### config.mk
export PLATFORM = sky130hd
export DESIGN_NAME = rauc_decode
export DESIGN_NICKNAME = d
export VERILOG_FILES = /design/src/hdl/rauc_pkg.sv /design/src/hdl/rauc_decode.sv
export SDC_FILE = /design/constraint.sdc
export NUM_CORES = 1
export LEC_CHECK = 0
export ABC_AREA = 1
export BUFFER_PORTS_ARGS = -buffer_cell sky130_fd_sc_hd__clkbuf_2
export CAP_MARGIN = 20
export CORE_MARGIN = 5
export CORE_UTILIZATION = 45
export DETAILED_ROUTE_END_ITERATION = 6
export GPL_TIMING_DRIVEN = 1
export PLACE_DENSITY = 0.74
export RECOVER_POWER = 50
export SYNTH_ARGS = -nofsm -noshare
export SYNTH_HDL_FRONTEND = slang
export SYNTH_SLANG_ARGS = --single-unit
export TNS_END_PERCENT = 20
### constraint.sdc
create_clock -name i_clk -period 13.25 [get_ports i_clk]
set_input_delay 0.6625 -clock i_clk [delete_from_list [all_inputs] [get_ports i_clk]]
set_output_delay 0.6625 -clock i_clk [all_outputs]
set_load 0.01 [all_outputs]
### src/hdl/rauc_pkg.sv
// shared types and constants for the raw audio unit converter
// no dependencies
`timescale 1ns / 1ps
`default_nettype none

package rauc_pkg;

    localparam int ValW     = 64;
    localparam int BpfW     = 10;
    localparam int RateW    = 20;
    localparam int NumW     = 30;
    localparam int DenW     = 30;
    localparam int ProdW    = ValW + NumW;
    localparam int HalfW    = ValW / 2;
    localparam int UnitW    = 2;
    localparam int CfgIdxW  = 1;
    localparam int CfgDataW = 20;

    typedef enum logic [UnitW-1:0] {
        UNIT_BYTES  = 2'd0,
        UNIT_FRAMES = 2'd1,
        UNIT_NS     = 2'd2,
        UNIT_OTHER  = 2'd3
    } t_unit;

    localparam logic [CfgIdxW-1:0] CFG_BYTES_PER_FRAME = 1'd0;
    localparam logic [CfgIdxW-1:0] CFG_SAMPLE_RATE     = 1'd1;

    localparam logic [NumW-1:0] NS_PER_SEC = 30'd1000000000;

    // per-item control that travels with the data
    typedef struct packed {
        logic ok;   // result is valid
        logic neg;  // negate the quotient at the end
        logic mul;  // multiply only, high product bits dropped
        logic ovf;  // quotient does not fit, result is all ones
    } t_ctrl;

endpackage

`default_nettype wire

### src/hdl/rauc_decode.sv
// input stage: unit pair decode, operand and divisor selection
// depends on rauc_pkg
`timescale 1ns / 1ps
`default_nettype none

module rauc_decode
    import rauc_pkg::*;
(
    input  wire logic             i_clk,
    input  wire logic             i_rst_n,
    input  wire logic             i_en,
    input  wire logic             i_valid,
    input  wire logic [UnitW-1:0] i_src,
    input  wire logic [UnitW-1:0] i_dst,
    input  wire logic [ValW-1:0]  i_value,
    input  wire logic [BpfW-1:0]  i_bpf,
    input  wire logic [RateW-1:0] i_rate,
    output logic                  o_valid,
    output t_ctrl                 o_ctrl,
    output logic [ValW-1:0]       o_u,
    output logic [NumW-1:0]       o_num,
    output logic [DenW-1:0]       o_den
);

    logic            r_valid;
    t_ctrl           r_ctrl, n_ctrl;
    logic [ValW-1:0] r_u, n_u;
    logic [NumW-1:0] r_num, n_num;
    logic [DenW-1:0] r_den, n_den;
    logic [DenW-1:0] byterate;
    logic            pass;
    logic            known;

    assign byterate = DenW'(i_bpf) * DenW'(i_rate);
    assign pass  = (i_src == i_dst) || (i_value == '0) || (i_value == '1);
    assign known = (i_bpf != '0) && (i_rate != '0);

    always_comb begin
        n_u     = '0;
        n_num   = NumW'(1);
        n_den   = DenW'(1);
        n_ctrl  = '{ok: 1'b0, neg: 1'b0, mul: 1'b1, ovf: 1'b0};
        if (pass) begin
            n_u       = i_value;
            n_ctrl.ok = 1'b1;
        end else if (known) begin
            if (i_src == UNIT_BYTES && i_dst == UNIT_FRAMES) begin
                // magnitude divide, sign fixed at the end (truncates to zero)
                n_u        = i_value[ValW-1] ? (~i_value + ValW'(1)) : i_value;
                n_den      = DenW'(i_bpf);
                n_ctrl.ok  = 1'b1;
                n_ctrl.mul = 1'b0;
                n_ctrl.neg = i_value[ValW-1];
            end else if (i_src == UNIT_BYTES && i_dst == UNIT_NS) begin
                n_u        = i_value;
                n_num      = NS_PER_SEC;
                n_den      = byterate;
                n_ctrl.ok  = 1'b1;
                n_ctrl.mul = 1'b0;
            end else if (i_src == UNIT_FRAMES && i_dst == UNIT_BYTES) begin
                n_u       = i_value;
                n_num     = NumW'(i_bpf);
                n_ctrl.ok = 1'b1;
            end else if (i_src == UNIT_FRAMES && i_dst == UNIT_NS) begin
                n_u        = i_value;
                n_num      = NS_PER_SEC;
                n_den      = DenW'(i_rate);
                n_ctrl.ok  = 1'b1;
                n_ctrl.mul = 1'b0;
            end else if (i_src == UNIT_NS && i_dst == UNIT_BYTES) begin
                n_u        = i_value;
                n_num      = byterate;
                n_den      = NS_PER_SEC;
                n_ctrl.ok  = 1'b1;
                n_ctrl.mul = 1'b0;
            end else if (i_src == UNIT_NS && i_dst == UNIT_FRAMES) begin
                n_u        = i_value;
                n_num      = NumW'(i_rate);
                n_den      = NS_PER_SEC;
                n_ctrl.ok  = 1'b1;
                n_ctrl.mul = 1'b0;
            end
        end
    end

    always_ff @(posedge i_clk) begin
        if (!i_rst_n) begin
            r_valid <= 1'b0;
        end else if (i_en) begin
            r_valid <= i_valid;
        end
        if (i_en) begin
            r_ctrl <= n_ctrl;
            r_u    <= n_u;
            r_num  <= n_num;
            r_den  <= n_den;
        end
    end

    assign o_valid = r_valid;
    assign o_ctrl  = r_ctrl;
    assign o_u     = r_u;
    assign o_num   = r_num;
    assign o_den   = r_den;

endmodule

`default_nettype wire

### Word-level counts from Yosys, hierarchy flattened

Cells that the tools add are included.

* register bits: 128
* input port bits: 102
* output and inout bits: 129
* logic and storage cells: 74

* $add $sub $neg: 1
* multipliers: 1
* eq/ne operators: 6
* multiplexer cells: 34
* bitwise gates (word level): 3
* reductions and logical operators: 19

Operators by type and width (count)
* $mux W64: 9
* $mux W30: 9
* $add A64 B1 Y64 const B: 1
* $eq A64 B64 Y1 const B: 1
* $logic_not A64 Y1: 1
* $not A64 Y64: 1
* $mul A10 B20 Y30: 1
* $mux W20: 1
* $reduce_bool A20 Y1: 1
* $mux W1: 13
* $mux W10: 1
* $reduce_bool A10 Y1: 1
* $logic_and A1 B1 Y1: 7
* $reduce_or A3 Y1: 2
* $reduce_or A6 Y1: 1
* $eq A2 B1 Y1 const B: 2
* $eq A2 B2 Y1 const B: 2
* $logic_not A2 Y1: 2
* $reduce_or A4 Y1: 1
* $mux W3: 1
* $eq A2 B2 Y1: 1
* $logic_or A1 B1 Y1: 2
* $not A1 Y1: 2
* $reduce_or A2 Y1: 1

### Longest topological paths before layout

* depth after elaboration: 10
* mapped depth: 27
* depth with buffers taken out: 26

### Worst setup path before layout

No wires, ideal clock.

* kind: input port to flip-flop
* start: input i_rate[5]
* end: register r_num[11] (netlist: o_num[11]) (data pin)
* library setup time: 257 ps
* arrival: 5044 ps
* data required time: 12993 ps
* setup slack: 7950 ps
* stages on the path: 22
* path buffers: 1
* path through: clkbuf_1 -> nand2_1 -> fa_1 -> inv_1 -> fa_1 -> inv_1 -> fa_1 -> inv_1 -> fa_1 -> inv_1 -> fa_1 -> inv_1 -> ha_1 -> nand2_1 -> nand2_1 -> a21oi_1 -> nand3_1 -> or2_2 -> nand3_1 -> nand3_1 -> nor2_1 -> nor2_1

* word-level cells in the longest chain between the ends: 5
* elaborated cells between the ends (all ways): 9
* those cells by class: mul (1); mux (4); bitwise (1); reduce/logical (3)

RTL lines
* start: declaration: line rauc_decode.sv:17 `input wire logic [RateW-1:0] i_rate,`
* $mul A10 B20 Y30: line rauc_decode.sv:34 `assign byterate = DenW'(i_bpf) * DenW'(i_rate);`
* $mux W30: line rauc_decode.sv:70 `end else if (i_src == UNIT_NS && i_dst == UNIT_BYTES) begin`
* $mux W30: line rauc_decode.sv:64 `end else if (i_src == UNIT_FRAMES && i_dst == UNIT_NS) begin`
* $mux W30: line rauc_decode.sv:60 `end else if (i_src == UNIT_FRAMES && i_dst == UNIT_BYTES) begin`
* $mux W30: line rauc_decode.sv:54 `end else if (i_src == UNIT_BYTES && i_dst == UNIT_NS) begin`
* end signal: assignment: line rauc_decode.sv:95 `r_num <= n_num;`
* end: declaration: line rauc_decode.sv:28 `logic [NumW-1:0] r_num, n_num;`

Parallel ways exist; a longest one is shown, timed or not.
A chain may end at the register's enable or synchronous reset.

==> out/metrics.csv <==
stage;metric;value;unit
layout;share of layout cells above drive strength 1;0.07052;
clock_tree;hold_buf cts;0;
global_routing;initial antenna violation count;3;
routing;vias per cell;5.400;
clock_tree;Skew-Pair Late Insertion Delay;420;ps
die;# IOs;231;
global_routing;vias in the first global route;15145;
global_routing;first-pass GRT wire length;81.06;mm
synthesis;most instantiated library cell after synthesis;nand2_1;
setup_path;Worst R2R Path Depth;2;
setup_path;Critical Path RT;13570;ps
die;# rows;68;
sta;final slew viol count;132;
die;Starting Density;0.4523;
routing;Final ANT Viol Nets;0;
setup_path;Critical Path End Type;register;
die;die area;0.03818;mm2
sta;RSZ-0062 raised after global routing;false;
routing;DRT Wirelength;51.08;mm
placed_design;# port buffers;229;
placed_design;placed cell count;2792;
setup_path;CP startpoint kind;input port;
job;Max Cap Violations;2;
global_routing;pin count of the biggest net entering global routing;71;
die;die height;195.4;um
routing;Avg WL per Cell;18.08;um
synthesis;Yosys cell types;49;
sta;relative slew slack;-1.486;
placed_design;Post-DP HPWL;39.34;mm
clock_tree;CTS clock-pin slew for the worst setup and hold paths;60;ps
routing;first drt pass iteration count;6;
clock_tree;CTS Buf Count;17;
synthesis;FFs w/ async S/R, synth;0;
routing;Iteration-0 DRC Markers;1227;
setup_path;worst path cell trace;clkbuf_1 -> clkbuf_1 -> o21ai_0 -> a21oi_1;
sta;Max Clk Rate;174.3;MHz
synthesis;Mapped Cells;2183;
setup_path;data arrival time of the critical path;6060;ps
sta;Final Skew;0;ps
sta;final period utilization;0.4330;
setup_path;slowest CP cell;clkbuf_1;
clock_tree;Root Buffer;clkbuf_16;
synthesis;Mapped Area;0.01547;mm2
sta;Setup Total Neg Slack;0;ps
synthesis;top post-synthesis cells by area;edfxtp_1 25%, fa_1 18%, nand2_1 16%;
setup_path;reg2reg start;o_valid;
synthesis;FF+latch count, synth;128;
setup_path;Crit Path Class;in -> reg;
global_routing;gr usage total;0.2645;
routing;via count;15255;
clock_tree;clock sinks;128;
synthesis;Avg Cell Area, Syn;7.086;um2
setup_path;worst reg2reg endpoint;o_valid;
layout;Cell Count, Final, Fillers Out;2825;
synthesis;post-synth top area share;0.2465;
setup_path;FF-to-FF setup slack;12470;ps
layout;final net count;2667;
outcome;outcome;finished with violations;
synthesis;synth cell count leaders;669 x nand2_1, 420 x inv_1, 186 x nor2_1;
clock_tree;Post-CTS Setup Bufs;0;
global_routing;total grt overflow;0;
sta;final hold vios;0;
placed_design;routability cong.;0.9573;
setup_path;worst setup path start;i_en;
clock_tree;worst-case clock buffer depth;2;
sta;final setup violating endpoints;0;
pwr;Cell Pwr Density;183.9;mW/mm2
setup_path;Largest delay share family, worst path;buffers and inverters;
clock_tree;post_cts resized;0;
setup_path;most used cell along the critical path;clkbuf_1;
setup_path;critical path endpoint;o_valid;
sta;Final min period;5737;ps
clock_tree;H-tree depth;4;
synthesis;yosys warns;0;
synthesis;Post-synth top flop;edfxtp_1;
synthesis;post-synth top area cell;edfxtp_1;
routing;DRC viols;0;
synthesis;Post-synth EDFFs;127;
layout;Filler cells;3483;
pwr;cell leakage power;0.008856;uW
sta;Worst-Margin Slew;3729;ps
setup_path;Buf/Inv on CP;2;
layout;area grow syn2layout;11.59;%
synthesis;Net Count, Synth;2494;
die;Die X;195.4;um
die;core area;0.03420;mm2
pwr;Max VDD drop;0.1310;mV
setup_path;CP peak stage delay;2750;ps
clock_tree;CTS tree;yes;
setup_path;critical path depth;4;
outcome;failing checks;max-capacitance violations, max-slew violations;
hold_path;Worst Hold Class;in -> reg;
setup_path;worst-path fanout max;70;
synthesis;Seq/Total Area, Yosys;0.2478;
==> cells in the final DEF (no fill, tap or decap), types with 28 or more instances in the layout <==
master	synthesis	final
nor2_1	186	186
nand2_1	669	669
o21ai_0	83	83
edfxtp_1	127	127
fa_1	142	142
nand3_1	151	151
clkbuf_2	0	100
inv_1	420	420
nand4_1	28	28
ha_1	67	67
clkbuf_1	50	131
a21oi_1	56	56
==> flip-flops by register name (all words and copies together) (netlist names) <==
| register | cells |
|---|---|
| o_u | 64 |
| o_den | 30 |
| o_num | 30 |
| o_ctrl | 3 |
| o_valid | 1 |
==> cells by family after synthesis <==
kind of cell    count (synthesis)  synth area share
mux                             1         0.0006471
compound gates                219           0.07862
fa+ha+maj                     209            0.2380
simple gates                 1102            0.2981
flops                         128            0.2478
buf+inv                       510            0.1293
xor+xnor                       13          0.007361
other cells                     1         0.0002424
==> through the flow <==
stage / area, um2 / hold slack (ps) / utilization / total power (uW) / setup slack (ps)
floorplan: 15470 / 555.3 / - / 2067 / 7950
finish: 17260 / 455.5 / 0.5047 / 3175 / 7513
CTS: 17420 / 448.2 / 0.5094 / 3192 / 7597
global route: 17260 / 481.2 / 0.5046 / 3495 / 6848
detailed placement: 16830 / 530.7 / 0.4921 / 2695 / 7191
global placement: 16830 / 522.3 / 0.4921 / 2679 / 7175
==> layer usage <==
layer | routed length [um] | track usage
met1 | 20070 | 0.3350
met3 | 4231 | 0.04348
met5 | 26 | 0
met2 | 24800 | 0.4533
met4 | 1951 | 0.1040
==> tightest hold or removal path, cell delays in order <==
cell and delay [ps]:
clkbuf_2 80, inv_1 40, a21oi_1 50
==> report_power, final <==
| part | switching, uW | internal (uW) |
|---|---|---|
| clock | 193 | 295 |
| combinational | 1450 | 715 |
| sequential | 18.1 | 507 |
| total | 1660 | 1520 |
==> worst min path at each step <==
stage / slack, ps / end / cells past startpoint / startpoint
after CTS: 450 / o_valid / 3 / i_valid
after floorplan: 560 / o_valid / 2 / o_valid
after global routing: 480 / o_valid / 3 / i_valid
after detailed placement: 530 / o_valid / 2 / o_valid
after global placement: 520 / o_valid / 2 / o_valid
final: 460 / o_valid / 3 / i_valid
==> final cells by class <==
| cell class | instances | area [um2] | share of cell area |
|---|---|---|---|
| multi-input cells | 1545 | 9635 | 0.5582 |
| flip-flops and latches | 128 | 3834 | 0.2221 |
| inverters | 432 | 1622 | 0.09394 |
| repair buffers | 232 | 1003 | 0.05813 |
| well taps | 455 | 569.3 | 0.03298 |
| clock buffers | 18 | 429.2 | 0.02486 |
| clock inverters | 13 | 163.9 | 0.009495 |
| diodes | 2 | 5.005 | 0.0002899 |
(Power assumes the default switching activity.)
